File: src/sv/fkpa_pkg.sv
// shared types and constants for the free key pool allocator
package fkpa_pkg;

   localparam int KEY_W      = 16;
   localparam int CFG_W      = 16;
   localparam int APB_DATA_W = 32;
   localparam int APB_ADDR_W = 3;

   localparam logic REG_RANGE_LOW  = 1'b0;
   localparam logic REG_RANGE_HIGH = 1'b1;

   localparam logic [KEY_W-1:0] RESET_KEY_BOTTOM = KEY_W'(2);
   localparam logic [KEY_W-1:0] RESET_KEY_NEXT   = KEY_W'(1);
   localparam logic [CFG_W-1:0] RESET_RANGE_LOW  = CFG_W'(1);
   localparam logic [CFG_W-1:0] RESET_RANGE_HIGH = CFG_W'(2);

   typedef enum logic [1:0] {
      OP_REFILL = 2'd0,
      OP_TAKE   = 2'd1,
      OP_RETURN = 2'd2,
      OP_REMOVE = 2'd3
   } op_type;

   typedef enum logic [2:0] {
      ST_OK       = 3'd0,
      ST_EMPTY    = 3'd1,
      ST_RANGE    = 3'd2,
      ST_DUP      = 3'd3,
      ST_NOTFOUND = 3'd4,
      ST_BAD      = 3'd5
   } status_type;

   typedef struct packed {
      logic             valid;
      status_type       status;
      logic [KEY_W-1:0] granted_key;
   } rsp_type;

endpackage

File: src/sv/fkpa_engine.sv
// sequencer with shared scan pointer and key compare for the key stack
module fkpa_engine #(
   parameter int POOL_DEPTH = 1024,
   localparam int AW = (POOL_DEPTH > 1) ? $clog2(POOL_DEPTH) : 1,
   localparam int CW = $clog2(POOL_DEPTH + 1)
) (
   input  logic                         clock,
   input  logic                         reset,
   input  logic                         start,
   input  fkpa_pkg::op_type             req_operation,
   input  logic [fkpa_pkg::KEY_W-1:0]   req_key_value,
   input  logic                         req_check_duplicate,
   input  logic [fkpa_pkg::CFG_W-1:0]   range_low,
   input  logic [fkpa_pkg::CFG_W-1:0]   range_high,
   output logic                         busy,
   output fkpa_pkg::rsp_type            rsp,
   output logic [CW-1:0]                rsp_count,
   output logic                         ram_we,
   output logic [AW-1:0]                ram_waddr,
   output logic [fkpa_pkg::KEY_W-1:0]   ram_wdata,
   output logic [AW-1:0]                ram_raddr,
   input  logic [fkpa_pkg::KEY_W-1:0]   ram_rdata
);

   typedef enum logic [7:0] {
      S_INIT0 = 8'b0000_0001,
      S_INIT1 = 8'b0000_0010,
      S_IDLE  = 8'b0000_0100,
      S_FILL  = 8'b0000_1000,
      S_TAKE  = 8'b0001_0000,
      S_SCAN  = 8'b0010_0000,
      S_SHIFT = 8'b0100_0000,
      S_PUSH  = 8'b1000_0000
   } state_type;

   state_type                    state_ff, state_in;
   fkpa_pkg::op_type             op_ff, op_in;
   logic [fkpa_pkg::KEY_W-1:0]   key_ff, key_in;
   logic [CW-1:0]                count_ff, count_in;
   logic [CW-1:0]                idx_ff, idx_in;
   logic                         rd_valid_ff, rd_valid_in;
   logic [CW-1:0]                rd_pos_ff, rd_pos_in;
   logic [fkpa_pkg::KEY_W-1:0]   fill_key_ff, fill_key_in;
   logic [CW-1:0]                fill_last_ff, fill_last_in;
   fkpa_pkg::rsp_type            rsp_ff, rsp_in;

   logic [fkpa_pkg::CFG_W-1:0]   span;
   logic                         range_bad;
   logic                         key_ok;
   logic                         issue;
   logic                         hit;

   assign span      = range_high - range_low;
   assign range_bad = (range_low == '0) || (range_high <= range_low)
                      || (32'(span) >= 32'(POOL_DEPTH));
   assign key_ok    = (req_key_value >= range_low) && (req_key_value <= range_high);
   assign issue     = idx_ff < count_ff;
   assign hit       = rd_valid_ff && (ram_rdata == key_ff);

   always_comb begin
      state_in     = state_ff;
      op_in        = op_ff;
      key_in       = key_ff;
      count_in     = count_ff;
      idx_in       = idx_ff;
      rd_valid_in  = 1'b0;
      rd_pos_in    = rd_pos_ff;
      fill_key_in  = fill_key_ff;
      fill_last_in = fill_last_ff;
      rsp_in       = rsp_ff;
      rsp_in.valid = 1'b0;
      ram_we       = 1'b0;
      ram_waddr    = idx_ff[AW-1:0];
      ram_wdata    = fill_key_ff;
      ram_raddr    = idx_ff[AW-1:0];

      case (state_ff)
         S_INIT0: begin
            ram_we    = 1'b1;
            ram_waddr = AW'(0);
            ram_wdata = fkpa_pkg::RESET_KEY_BOTTOM;
            state_in  = S_INIT1;
         end
         S_INIT1: begin
            ram_we    = 1'b1;
            ram_waddr = AW'(1);
            ram_wdata = fkpa_pkg::RESET_KEY_NEXT;
            state_in  = S_IDLE;
         end
         S_IDLE: begin
            ram_raddr = AW'(count_ff - CW'(1));
            if (start) begin
               op_in                = req_operation;
               key_in               = req_key_value;
               idx_in               = '0;
               rsp_in.granted_key   = '0;
               rsp_in.status        = fkpa_pkg::ST_OK;
               case (req_operation)
                  fkpa_pkg::OP_REFILL: begin
                     if (range_bad) begin
                        rsp_in.valid  = 1'b1;
                        rsp_in.status = fkpa_pkg::ST_BAD;
                     end else begin
                        fill_key_in  = range_high;
                        fill_last_in = CW'(span);
                        state_in     = S_FILL;
                     end
                  end
                  fkpa_pkg::OP_TAKE: begin
                     if (count_ff == '0) begin
                        rsp_in.valid  = 1'b1;
                        rsp_in.status = fkpa_pkg::ST_EMPTY;
                     end else begin
                        state_in = S_TAKE;
                     end
                  end
                  fkpa_pkg::OP_RETURN: begin
                     if (!key_ok) begin
                        rsp_in.valid  = 1'b1;
                        rsp_in.status = fkpa_pkg::ST_RANGE;
                     end else if (req_check_duplicate) begin
                        state_in = S_SCAN;
                     end else begin
                        state_in = S_PUSH;
                     end
                  end
                  fkpa_pkg::OP_REMOVE: begin
                     if (!key_ok) begin
                        rsp_in.valid  = 1'b1;
                        rsp_in.status = fkpa_pkg::ST_RANGE;
                     end else begin
                        state_in = S_SCAN;
                     end
                  end
                  default: begin
                     state_in = S_IDLE;
                  end
               endcase
            end
         end
         S_FILL: begin
            ram_we      = 1'b1;
            ram_waddr   = idx_ff[AW-1:0];
            ram_wdata   = fill_key_ff;
            idx_in      = idx_ff + CW'(1);
            fill_key_in = fill_key_ff - fkpa_pkg::KEY_W'(1);
            if (idx_ff == fill_last_ff) begin
               count_in     = idx_ff + CW'(1);
               rsp_in.valid = 1'b1;
               state_in     = S_IDLE;
            end
         end
         S_TAKE: begin
            count_in           = count_ff - CW'(1);
            rsp_in.valid       = 1'b1;
            rsp_in.granted_key = ram_rdata;
            state_in           = S_IDLE;
         end
         S_SCAN: begin
            rd_valid_in = issue;
            rd_pos_in   = idx_ff;
            idx_in      = issue ? idx_ff + CW'(1) : idx_ff;
            if (hit) begin
               if (op_ff == fkpa_pkg::OP_RETURN) begin
                  rsp_in.valid  = 1'b1;
                  rsp_in.status = fkpa_pkg::ST_DUP;
                  state_in      = S_IDLE;
               end else begin
                  idx_in      = rd_pos_ff + CW'(1);
                  rd_valid_in = 1'b0;
                  state_in    = S_SHIFT;
               end
            end else if (!issue && !rd_valid_ff) begin
               if (op_ff == fkpa_pkg::OP_RETURN) begin
                  state_in = S_PUSH;
               end else begin
                  rsp_in.valid  = 1'b1;
                  rsp_in.status = fkpa_pkg::ST_NOTFOUND;
                  state_in      = S_IDLE;
               end
            end
         end
         S_SHIFT: begin
            rd_valid_in = issue;
            rd_pos_in   = idx_ff;
            idx_in      = issue ? idx_ff + CW'(1) : idx_ff;
            if (rd_valid_ff) begin
               ram_we    = 1'b1;
               ram_waddr = AW'(rd_pos_ff - CW'(1));
               ram_wdata = ram_rdata;
            end else if (!issue) begin
               count_in     = count_ff - CW'(1);
               rsp_in.valid = 1'b1;
               state_in     = S_IDLE;
            end
         end
         S_PUSH: begin
            rsp_in.valid = 1'b1;
            state_in     = S_IDLE;
            if (32'(count_ff) >= 32'(POOL_DEPTH)) begin
               rsp_in.status = fkpa_pkg::ST_BAD;
            end else begin
               ram_we    = 1'b1;
               ram_waddr = count_ff[AW-1:0];
               ram_wdata = key_ff;
               count_in  = count_ff + CW'(1);
            end
         end
         default: begin
            state_in = S_IDLE;
         end
      endcase
   end

   always_ff @(posedge clock) begin
      if (reset) begin
         state_ff    <= S_INIT0;
         count_ff    <= CW'(2);
         rd_valid_ff <= 1'b0;
         rsp_ff      <= '0;
      end else begin
         state_ff    <= state_in;
         count_ff    <= count_in;
         rd_valid_ff <= rd_valid_in;
         rsp_ff      <= rsp_in;
      end
   end

   always_ff @(posedge clock) begin
      op_ff        <= op_in;
      key_ff       <= key_in;
      idx_ff       <= idx_in;
      rd_pos_ff    <= rd_pos_in;
      fill_key_ff  <= fill_key_in;
      fill_last_ff <= fill_last_in;
   end

   assign busy      = (state_ff != S_IDLE);
   assign rsp       = rsp_ff;
   assign rsp_count = count_ff;

endmodule

File: config.mk
export PLATFORM = sky130hd
export DESIGN_NAME = fkpa_engine
export DESIGN_NICKNAME = d
export VERILOG_FILES = /design/src/sv/fkpa_pkg.sv /design/src/sv/fkpa_engine.sv
export SDC_FILE = /design/constraint.sdc
export NUM_CORES = 1
export LEC_CHECK = 0
export BUFFER_PORTS_ARGS = -buffer_cell sky130_fd_sc_hd__buf_2
export CORE_MARGIN = 5
export CORE_UTILIZATION = 55
export DETAILED_ROUTE_END_ITERATION = 10
export MAX_ROUTING_LAYER = met4
export PLACE_DENSITY = 0.83
export SETUP_SLACK_MARGIN = 0.3
export SLEW_MARGIN = 20
export SYNTH_ARGS = -nofsm -noshare
export SYNTH_HDL_FRONTEND = slang
export SYNTH_SLANG_ARGS = --single-unit
export TNS_END_PERCENT = 10
File: constraint.sdc
create_clock -name clock -period 8.8 [get_ports clock]
set_input_delay 0 -clock clock [delete_from_list [all_inputs] [get_ports clock]]
set_output_delay 0 -clock clock [all_outputs]
set_load 0.03 [all_outputs]
After elaboration in Yosys (flattened, before gate mapping):

Index checks and enable logic that the tools add are counted.

* bitwise gates (word level): 1
* shift operators: 0
* divide/modulo/power cells: 0
* mux-type cells: 58
* add/subtract/negate cells: 7
* $mul: 0
* magnitude comparators: 6
* eq/ne operators: 30
* reduce and logical (&&, ||, !) cells: 27

Operators by type and width (number)
* $mux 8: 12
* $mux 11: 8
* $pmux 11 s4: 2
* $mux 16: 5
* $pmux 16 s2: 2
* $pmux 16 s4: 1
* $pmux 10 s4: 1
* $pmux 8 s5: 1
* $add 11x1->11 const B: 3
* $le 16x16->1: 2
* $pmux 8 s4: 1
* $mux 10: 3
* $mux 4: 7
* $ne 3x3->1 const B: 7
* $mux 20: 1
* $eq 16x16->1: 1
* $ge 16x11->1 const B: 1
* $ge 16x16->1: 1
* $logic_not 16->1: 1
* $sub 16x1->16 const B: 1
* $sub 16x16->16: 1
* $ne 2x2->1 const B: 7
* $pmux 4 s3: 1
* $eq 11x11->1: 1
* other kinds (39): 58

* output and inout port bits: 69
* memory bits (writable): 0
* bits in latches: 0
* bits in read-only memories: 0
* bits in registers: 107
* memories kept: 0

Depth between registers and ports, before layout:

Gate-level depths: netlist of the first run.

* word-level depth: 7
* depth in mapped cells: 13

Worst setup path after synthesis of the first run:

Ideal clock, no wire load.

* kind: input -> register
* from: input range_high[0] (netlist name)
* to: register fill_key_ff[0] (netlist name) (enable)
* data required time: 8412 ps
* setup slack: 5499 ps
* data arrival time: 2912 ps
* cell stages on the path: 12
* setup time: 388 ps
* cells stage by stage: inv_1 ha_1 inv_1 fa_1 a211oi_1 o21bai_1 a21oi_1 o21ai_0 mux2i_1 nor4b_1 a21oi_1 nor2_1

* word-level cells in the longest chain between the ends: 5

RTL lines
* start: declaration: line fkpa_engine.sv:14 `input logic [fkpa_pkg::CFG_W-1:0] range_high,`
* $sub 16x16->16 or $le 16x16->1 (tied branches): line fkpa_engine.sv:53, fkpa_engine.sv:54
* $ge 16x11->1 or $logic_or 1x1->1 (tied branches): line fkpa_engine.sv:55, fkpa_engine.sv:54
* $logic_or 1x1->1 *: line fkpa_engine.sv:55 `|| (32'(span) >= 32'(POOL_DEPTH));`
* $ne 2x2->1 (no source line) *
* $reduce_and 4->1 (no source line) *
* end signal: assignment: line fkpa_engine.sv:234 `fill_key_ff <= fill_key_in;`
* end: declaration: line fkpa_engine.sv:43 `logic [fkpa_pkg::KEY_W-1:0] fill_key_ff, fill_key_in;`

Every way passes the cells marked *; elsewhere a longest branch is shown, timed or not.
A chain may end at the register's enable or synchronous reset.

Final worst setup path of the first run:

* from: register state_ff[1]
* to: register fill_last_ff[4] (enable)

* word-level cells in the longest chain between the ends: 2

RTL lines
* start: declaration: line fkpa_engine.sv:36 `state_type state_ff, state_in;`
* start signal: assignment: line fkpa_engine.sv:222 `state_ff <= state_in;`
* $eq 8x3->1: line fkpa_engine.sv:77 `case (state_ff)`
* $reduce_and 4->1 (no source line)
* end signal: assignment: line fkpa_engine.sv:235 `fill_last_ff <= fill_last_in;`
* end: declaration: line fkpa_engine.sv:44 `logic [CW-1:0] fill_last_ff, fill_last_in;`

No other way between the ends.

==> run_results.csv, run 1 <==
group,metric,value,unit
outcome,status,"completed",
placed_design,dp_hpwl,19.66,mm
die,start_util,0.5592,
die,boundaryPins,139,
clock_network,clk_pin_slew_worst_paths,0.07,ns
placed_design,io_buffers,138,
die,coreArea,15150,µm²
die,die_y,134.1,µm
placed_design,placedInstanceArea,9219,µm²
final_layout,final_cell_area,9869,µm²
clock_network,clock_latency,0.36,ns
placed_design,place_congestion,0.9855,
routing,vias,8499,
clock_network,cts_buffer_depth,2,
grt,grt_antenna_before_repair,1,
die,num_rows,45,
routing,antenna_left,0,
routing,via_per_inst,6.410,
setup_path,cp.required,8.81,ns
placed_design,dp.cells,1271,
grt,grt_use_total,0.2948,
grt,gr-total-overflow,0,
grt,grt_pass1_vias,8045,
grt,grt_pass1_wl,41.32,mm
synth,async_flop_share,0,
sta,finalSetupTns,0,ns
clock_network,cts_made_buffers,9,
power,p_total,1.234,mW
synth,synth_top_area_frac,0.2376,
final_layout,fin_util,0.6516,
synth,synthTopCellsByArea,"edfxtp_1, ha_1, dfxtp_1",
synth,synth-seq-cells,107,
sta,rsz0062_at_grt,"false",
setup_path,start_kind,"flip-flop",
routing,first_pass_iters,8,
die,dieWidth,134.1,µm
synth,ys.flop_type,"edfxtp_1",
sta,final_hold_viol_count,0,
final_layout,num-nets-final,1270,
synth,synth_top_area_cell,"edfxtp_1",
synth,syn-cell-area,8469,µm²
sta,setup_viol,0,
routing,routedWlPerCell,19.95,µm
sta,post-route-period-util,0.4418,
min_path,hp-class,"input pin to flip-flop",
grt,grt_max_degree,42,
setup_path,end_kind,"flip-flop",
power,p_per_area,125.1,nW/µm²
setup_path,arrival,3.89,ns
sta,worstMarginPinSlew,0.9372,ns
clock_network,cts_resized,0,
final_layout,synthToLayoutAreaGrowth,16.53,%
synth,yosys_warnings,0,
sta,max_slew_margin,0.3733,
setup_path,worstSetupPathType,"flip-flop to flip-flop",
synth,synth_enable_flop_cells,67,
synth,syn_avg_cell_area,8.538,µm²
synth,ys_seq_area_frac,0.3321,
clock_network,cts_root_buf,"clkbuf_16",
routing,routed_wl,26.45,mm
synth,syn_nets,1130,
synth,synth_cells,992,
sta,skew,0.01335,ns
clock_network,post_cts_buffers,0,
routing,first_iter_violations,1154,
power,irDropWorstVdd,0.00009278,V
job,cap_viol_max_count,0,
sta,fin_crit,3.888,ns
setup_path,crit_fanout,20,
routing,drc,0,
clock_network,htreeDepth,3,
clock_network,cts_tree,"yes",
power,total_leakage_power,4.060,nW
die,dieArea,17980,µm²
clock_network,cts_num_sinks,107,
sta,report.final.slew_viol_count,0,
final_layout,instances_no_fill,1326,
final_layout,drive_gt1_frac,0.1539,
synth,synth.distinct_cells,77,
sta,timing.fmax,257.2,MHz
[power breakdown]
part           total [mW]  switching, mW  internal (mW)
Combinational       0.297          0.181          0.116
Clock               0.377          0.186          0.191
Sequential          0.561         0.0161          0.545
[placed cells by master (no fill, tap or decap), types with 9 or more instances in the layout]
cell type / netlist / routed
xnor2_1: 65 / 65
a21o_1: 14 / 14
buf_2: 1 / 138
nand2_1: 97 / 97
nor2_1: 68 / 66
nor2b_1: 12 / 12
a222oi_1: 14 / 14
edfxtp_1: 67 / 67
o21a_1: 9 / 9
dfxtp_1: 40 / 40
nand4_1: 16 / 16
o221ai_1: 10 / 10
xor2_1: 19 / 19
a221o_1: 12 / 12
clkbuf_16: 0 / 9
ha_1: 67 / 67
a211oi_1: 20 / 20
nand3_1: 41 / 41
nor4_1: 17 / 17
o21ai_0: 64 / 63
dlygate4sd3_1: 0 / 38
inv_1: 82 / 82
and3_1: 18 / 18
nor3_1: 18 / 18
a21oi_1: 60 / 60
[through the flow]
step | worst slack, ns | hold slack [ns]
floorplan | 5.499 | 0.09038
global placement | 4.761 | 0.2246
detailed placement | 4.965 | 0.2242
CTS | 4.941 | 0.002697
global route | 4.656 | 0.02983
finish | 4.912 | 0.01587
[kinds of logic (layout without fill, tap and decap cells)]
group           after synthesis  after routing  share of synthesized area
compound gates              273            273                     0.2209
xor+xnor                     84             84                    0.08687
fa+ha+maj                    68             68                     0.1013
buf+inv                     133            278                    0.06116
flops                       107            107                     0.3321
mux                           3              3                   0.003546
other cells                   0              1                          0
simple gates                324            324                     0.1941
[synth_stat cells, drive strengths merged (21+ instances only)]
library cell,n
nand2,98
inv,83
nor2,68
edfxtp,67
ha,67
o21ai,66
xnor2,65
a21oi,60
clkbuf,45
nand3,42
dfxtp,40
a211oi,21
[final timing paths]
path | from | endpoint | slack (ns) | cells after the start
max | state_ff[1] | fill_last_ff[4] | 4.91 | 7
min | range_high[9] | fill_key_ff[9] | 0.02 | 3
max reg2reg | state_ff[1] | fill_last_ff[4] | 4.91 | 7
min reg2reg | rsp[2] | rsp[2] | 0.47 | 2
[routing by layer]
layer	wire, µm	vias up	track usage
met5	0	-	-
met4	948	0	0.1160
met3	2331	88	0.03263
met2	12310	516	0.4660
met1	10860	3956	0.3911
li1	-	3939	-
[critical path: stages, from the launching register on]
cell     delay [ns]
dfxtp_1        0.38
or4_4          0.56
or3_4          0.38
nor3b_4        0.52
nand2_2        0.35
inv_1          0.67
nand3_1        0.25
inv_1          0.41
[registers in the layout, summed over array words and instances, names as in the netlist, 2 cells and up]
signal and count:
rsp_count 11, state_ff 8, fill_last_ff 11, fill_key_ff 16, op_ff 2, rsp 20
rd_pos_ff 11, key_ff 16, idx_ff 11
[repair_timing]
action,in CTS,in global routing
endpoints found under the hold margin,38,0
setup endpoints to repair,0,0
hold buffers,38,0
[cell type report]
cell class	count	area [µm²]
multi-input combinational	752	5149
timing repair buffer	179	1094
sequential	107	2813
tap	188	235.2
inverter	83	314.1
antenna	1	2.502
fill	1233	5276
clock buffer	11	232.7
clock inverter	5	30.03
No activity file was read; power rests on OpenSTA's default activity.
==> inputs of run 2 (changes only) <==
==> constraint.sdc (replaced) <==
create_clock -name clock -period 3.8 [get_ports clock]
set_input_delay 0 -clock clock [delete_from_list [all_inputs] [get_ports clock]]
set_output_delay 0 -clock clock [all_outputs]
set_load 0.03 [all_outputs]
==> run_results.csv, run 2 (synthesis gave the netlist of run 1 again) <==
group,metric,value,unit
grt,grtUsageMet1,0.4183,
grt,grt_max_degree,42,
min_path,hp-class,"input pin to flip-flop",
sta,skew,0.007394,ns
setup_path,crit_path_max_incr_delay,0.58,ns
clock_network,cts_buffer_depth,2,
routing,vias,8551,
power,p_per_area,290.6,nW/µm²
placed_design,dp.cells,1291,
job,cap_viol_max_count,0,
grt,gr-total-overflow,0,
clock_network,htreeDepth,3,
grt,gr-usage-met3,0.03676,
grt,grt_pass1_wl,43.28,mm
clock_network,cts_made_buffers,9,
die,boundaryPins,139,
final_layout,layout_common_cells,"buf_2, nand2_1, inv_1",
sta,max_slew_margin,0.3852,
placed_design,io_buffers,138,
die,dieArea,17980,µm²
setup_path,worstSetupPathType,"flip-flop to flip-flop",
sta,fin_crit,3.234,ns
routing,antenna_left,0,
routing,routedWlPerCell,20.30,µm
setup_path,crit_fanout,15,
grt,busiest_layer,"met2",
final_layout,num-nets-final,1289,
clock_network,clk_pin_slew_worst_paths,0.08,ns
sta,final_hold_viol_count,0,
die,coreArea,15150,µm²
setup_path,cp_slowest_cell,"a221oi_2",
die,die_y,134.1,µm
sta,report.final.slew_viol_count,0,
grt,grt_pass1_vias,8205,
die,num_rows,45,
sta,post-route-period-util,0.8509,
final_layout,drive_gt1_frac,0.1713,
final_layout,largest_register_ffs,20,
sta,worstMarginPinSlew,0.9194,ns
clock_network,post_cts_buffers,0,
final_layout,instances_no_fill,1345,
clock_network,cts_tree,"yes",
sta,rsz0062_at_grt,"false",
clock_network,clock_latency,0.36,ns
die,dieWidth,134.1,µm
routing,drc,0,
setup_path,arrival,3.48,ns
setup_path,start_kind,"flip-flop",
grt,grt.met2_usage,0.4837,
grt,grt_antenna_before_repair,1,
placed_design,place_congestion,1.015,
final_layout,synthToLayoutAreaGrowth,18.36,%
power,irDropWorstVdd,0.0002373,V
routing,via_per_inst,6.358,
sta,timing.fmax,309.3,MHz
sta,setup_viol,0,
placed_design,dp_hpwl,20.61,mm
routing,first_iter_violations,1358,
outcome,status,"completed",
clock_network,cts_num_sinks,107,
sta,finalSetupTns,0,ns
setup_path,end_kind,"flip-flop",
grt,grt_use_total,0.3082,
clock_network,cts_root_buf,"clkbuf_16",
final_layout,mostFrequentLayoutCell,"buf_2",
setup_path,cp.required,4.04,ns
die,start_util,0.5592,
routing,first_pass_iters,8,
setup_path,worstPathCellList,"inv_1 -> ha_1 -> and3_1 -> a221oi_1 -> o31ai_1 -> a221oi_2 -> or2_1 -> a21o_2 -> a21oi_1 -> a211o_1",
power,total_leakage_power,4.159,nW
routing,routed_wl,27.30,mm
[run 2: cell type report]
class | count | area, µm²
Antenna cell | 1 | 2.502
Clock buffer | 9 | 225.2
Clock inverter | 7 | 60.06
Fill cell | 1235 | 5121
Inverter | 83 | 314.1
Multi-Input combinational cell | 752 | 5141
Sequential cell | 107 | 2813
Tap cell | 188 | 235.2
Timing Repair Buffer | 198 | 1234
[run 2: stage by stage]
step | cell area [µm²] | power (mW) | setup slack, ns | hold WS, ns | utilization
2_1_floorplan | 8469 | 1.753 | 0.4991 | 0.09038 | -
3_3_place_gp | 9366 | 1.969 | 0.7351 | 0.2206 | 0.6184
3_5_place_dp | 9366 | 1.977 | 0.5526 | 0.2259 | 0.6184
4_1_cts | 10020 | 2.906 | 0.6329 | 0.003653 | 0.6617
5_1_grt | 10020 | 3.026 | 0.3228 | 0.02499 | 0.6619
6_report | 10020 | 2.913 | 0.5665 | 0.006608 | 0.6619
[run 2: power by group]
group	switching (mW)	total, mW	leakage [nW]	internal [mW]
Sequential	0.0273	1.29	0.934	1.26
Clock	0.461	0.915	0.130	0.454
Combinational	0.436	0.710	3.10	0.275
[run 2: routing by layer]
metal  wire (µm)  vias up
met5           0        -
met4         752        0
met3        2274       73
met2       12690      499
met1       11580     3999
li1            -     3980
[run 2: final timing paths]
path | cells past startpoint | to | from | slack [ns]
worst min register to register | 2 | rsp[10] | rsp[10] | 0.46
worst max register to register | 10 | rsp_count[1] | rsp_count[7] | 0.57
worst min-delay path | 3 | fill_key_ff[14] | range_high[14] | 0.007
worst max-delay path | 10 | rsp_count[1] | rsp_count[7] | 0.57
[run 2: worst max-delay path: cells and delay by family (launching register included)]
kind | cells | cell delay [ns]
fa+ha+maj | 1 | 0.32
compound gates | 6 | 1.64
buf+inv | 1 | 0.12
simple gates | 2 | 0.49
flops | 1 | 0.54
[run 2: repair_timing]
action	4_1_cts	5_1_grt
hold buffers	37	0
endpoints found under the hold margin	37	0
resized for setup	0	0
==> inputs of run 3 (changes only) <==
--- a/config.mk
+++ b/config.mk
@@ -11,6 +11,7 @@
 export DETAILED_ROUTE_END_ITERATION = 10
 export MAX_ROUTING_LAYER = met4
 export PLACE_DENSITY = 0.83
+export RECOVER_POWER = 25
 export SETUP_SLACK_MARGIN = 0.3
 export SLEW_MARGIN = 20
 export SYNTH_ARGS = -nofsm -noshare
==> run_results.csv, run 3 (synthesis gave the netlist of run 1 again) <==
group,metric,value,unit
outcome,status,"finished with violations",
outcome,violations,"max-capacitance violations, max-slew violations",
job,cap_viol_max_count,1,
final_layout,largest_register_ffs,20,
final_layout,layout_common_cells,"nand2_1, buf_2, inv_1",
placed_design,place_congestion,1.015,
setup_path,reg2reg_from,"rsp_count[7]",
clock_network,htreeDepth,3,
setup_path,worstSetupPathType,"flip-flop to flip-flop",
setup_path,crit_path_max_incr_delay,0.59,ns
setup_path,start_kind,"flip-flop",
clock_network,cts_root_buf,"clkbuf_16",
clock_network,clock_latency,0.36,ns
routing,via_per_inst,6.393,
routing,routedWlPerCell,20.32,µm
clock_network,cts_made_buffers,9,
die,boundaryPins,139,
final_layout,drive_gt1_frac,0.1246,
setup_path,r2r_slack,0.55,ns
grt,grt_antenna_before_repair,1,
clock_network,cts_resized,0,
clock_network,post_cts_buffers,0,
sta,skew,0.006849,ns
routing,first_pass_iters,7,
final_layout,fin_util,0.6561,
sta,setup_viol,0,
final_layout,regArea,2813,µm²
power,switching_share,0.3187,
setup_path,end_kind,"flip-flop",
die,die_y,134.1,µm
sta,worstMarginPinSlew,1.950,ns
sta,timing.fmax,307.4,MHz
power,clock_power_share,0.316,
clock_network,clk_pin_slew_worst_paths,0.08,ns
placed_design,dp_hpwl,20.61,mm
power,p_int,1.982,mW
sta,finalSetupTns,0,ns
routing,antenna_left,0,
sta,final_hold_viol_count,0,
placed_design,io_buffers,138,
min_path,hold_start,"range_high[14]",
min_path,whs_endpoint,"fill_key_ff[14]",
routing,first_iter_violations,1294,
setup_path,rr_worst_depth,10,
die,dieWidth,134.1,µm
die,start_util,0.5592,
setup_path,crit_fanout,15,
power,p_per_area,292.8,nW/µm²
final_layout,multi_input_area,5141,µm²
setup_path,cp_slowest_cell,"a221oi_2",
power,irDropWorstVdd,0.0002371,V
setup_path,worstPathCellList,"inv_1 -> ha_1 -> and3_1 -> a221oi_1 -> o31ai_1 -> a221oi_2 -> or2_1 -> a21o_2 -> a21oi_1 -> a211o_1",
die,coreArea,15150,µm²
setup_path,arrival,3.50,ns
clock_network,holdBufCountCts,37,
min_path,hold_depth,3,
sta,holdWs,0.01229,ns
routing,routed_wl,27.33,mm
final_layout,mostFrequentLayoutCell,"nand2_1",
power,power_switching,0.9272,mW
clock_network,cts_buffer_depth,2,
die,dieArea,17980,µm²
power,p_total,2.909,mW
sta,max_slew_margin,-0.3000,
routing,drc,0,
sta,report.final.slew_viol_count,42,
sta,rsz0062_at_grt,"false",
final_layout,fillers,1275,
clock_network,cts_tree,"yes",
grt,grt_use_total,0.3082,
grt,grt_pass1_wl,43.28,mm
min_path,hp-class,"input pin to flip-flop",
sta,post-route-period-util,0.8559,
grt,grt_max_degree,42,
final_layout,num-nets-final,1289,
power,seqPwrFrac,0.443,
setup_path,cp.required,4.05,ns
clock_network,cts_num_sinks,107,
die,num_rows,45,
grt,grt_pass1_vias,8205,
power,total_leakage_power,3.964,nW
final_layout,synthToLayoutAreaGrowth,17.33,%
sta,fin_crit,3.253,ns
routing,vias,8598,
power,p_comb_frac,0.242,
grt,gr-total-overflow,0,
setup_path,reg2reg_to,"rsp_count[1]",
==> run 3: cell types whose count changed in the layout (fill, tap and decap cells not counted) <==
cell	change
buf_2	-46
buf_4	-8
clkbuf_1	+54
==> run 3: metal layers <==
layer  share of wire  track usage  vias to the layer above  routed length (µm)
met5               0            -                        -                   0
met4           0.026       0.1018                        0                 700
met3           0.078      0.03676                       61                2128
li1                -            -                     3985                   -
met2            0.46       0.4837                      517               12670
met1            0.43       0.4183                     4035               11840
==> run 3: layout make-up <==
| cell class | count | area share |
|---|---|---|
| clock buffers | 9 | 0.02266 |
| well taps | 188 | 0.02367 |
| multi-input cells | 752 | 0.5174 |
| flip-flops and latches | 107 | 0.2831 |
| clock inverters | 7 | 0.006044 |
| inverters | 83 | 0.03160 |
| repair buffers | 198 | 0.1153 |
| diodes | 1 | 0.0002518 |
==> run 3: worst max path at each step <==
stage	startpoint	to	slack [ns]	depth (start not counted)
after floorplan	range_high[0]	fill_key_ff[0]	0.50	12
after global placement	range_high[0]	fill_last_ff[4]	0.74	14
after detailed placement	range_high[0]	fill_last_ff[5]	0.55	14
after CTS	rsp_count[6]	rsp_count[1]	0.63	10
after global routing	rsp_count[7]	rsp_count[1]	0.32	10
final	rsp_count[7]	rsp_count[1]	0.55	10
==> run 3: power groups by stage <==
| stage | Sequential, mW | Combinational [mW] | Clock, mW |
|---|---|---|---|
| final | 1.29 | 0.704 | 0.918 |
| after global routing | 1.29 | 0.758 | 0.971 |
| after CTS | 1.29 | 0.698 | 0.922 |
| after detailed placement | 1.31 | 0.664 | 0 |
| after global placement | 1.31 | 0.657 | 0 |
| after floorplan | 1.31 | 0.443 | 0 |
==> run 3: metrics by stage <==
step	cell area (µm²)	setup WS (ns)	cells
2_1_floorplan	8469	0.4991	992
6_report	9937	0.5474	1345
4_1_cts	10020	0.6329	1344
3_5_place_dp	9366	0.5526	1291
3_3_place_gp	9366	0.7351	1291
5_1_grt	9937	0.3182	1345
==> run 3: worst max-delay path, delay by kind of cell, from the launching register on <==
family / cells / cell delay [ns]
AOI/OAI and AO/OA: 6 / 1.66
adders and majority gates: 1 / 0.32
buffers and inverters: 1 / 0.12
DFF: 1 / 0.54
and+or+nand+nor: 2 / 0.50
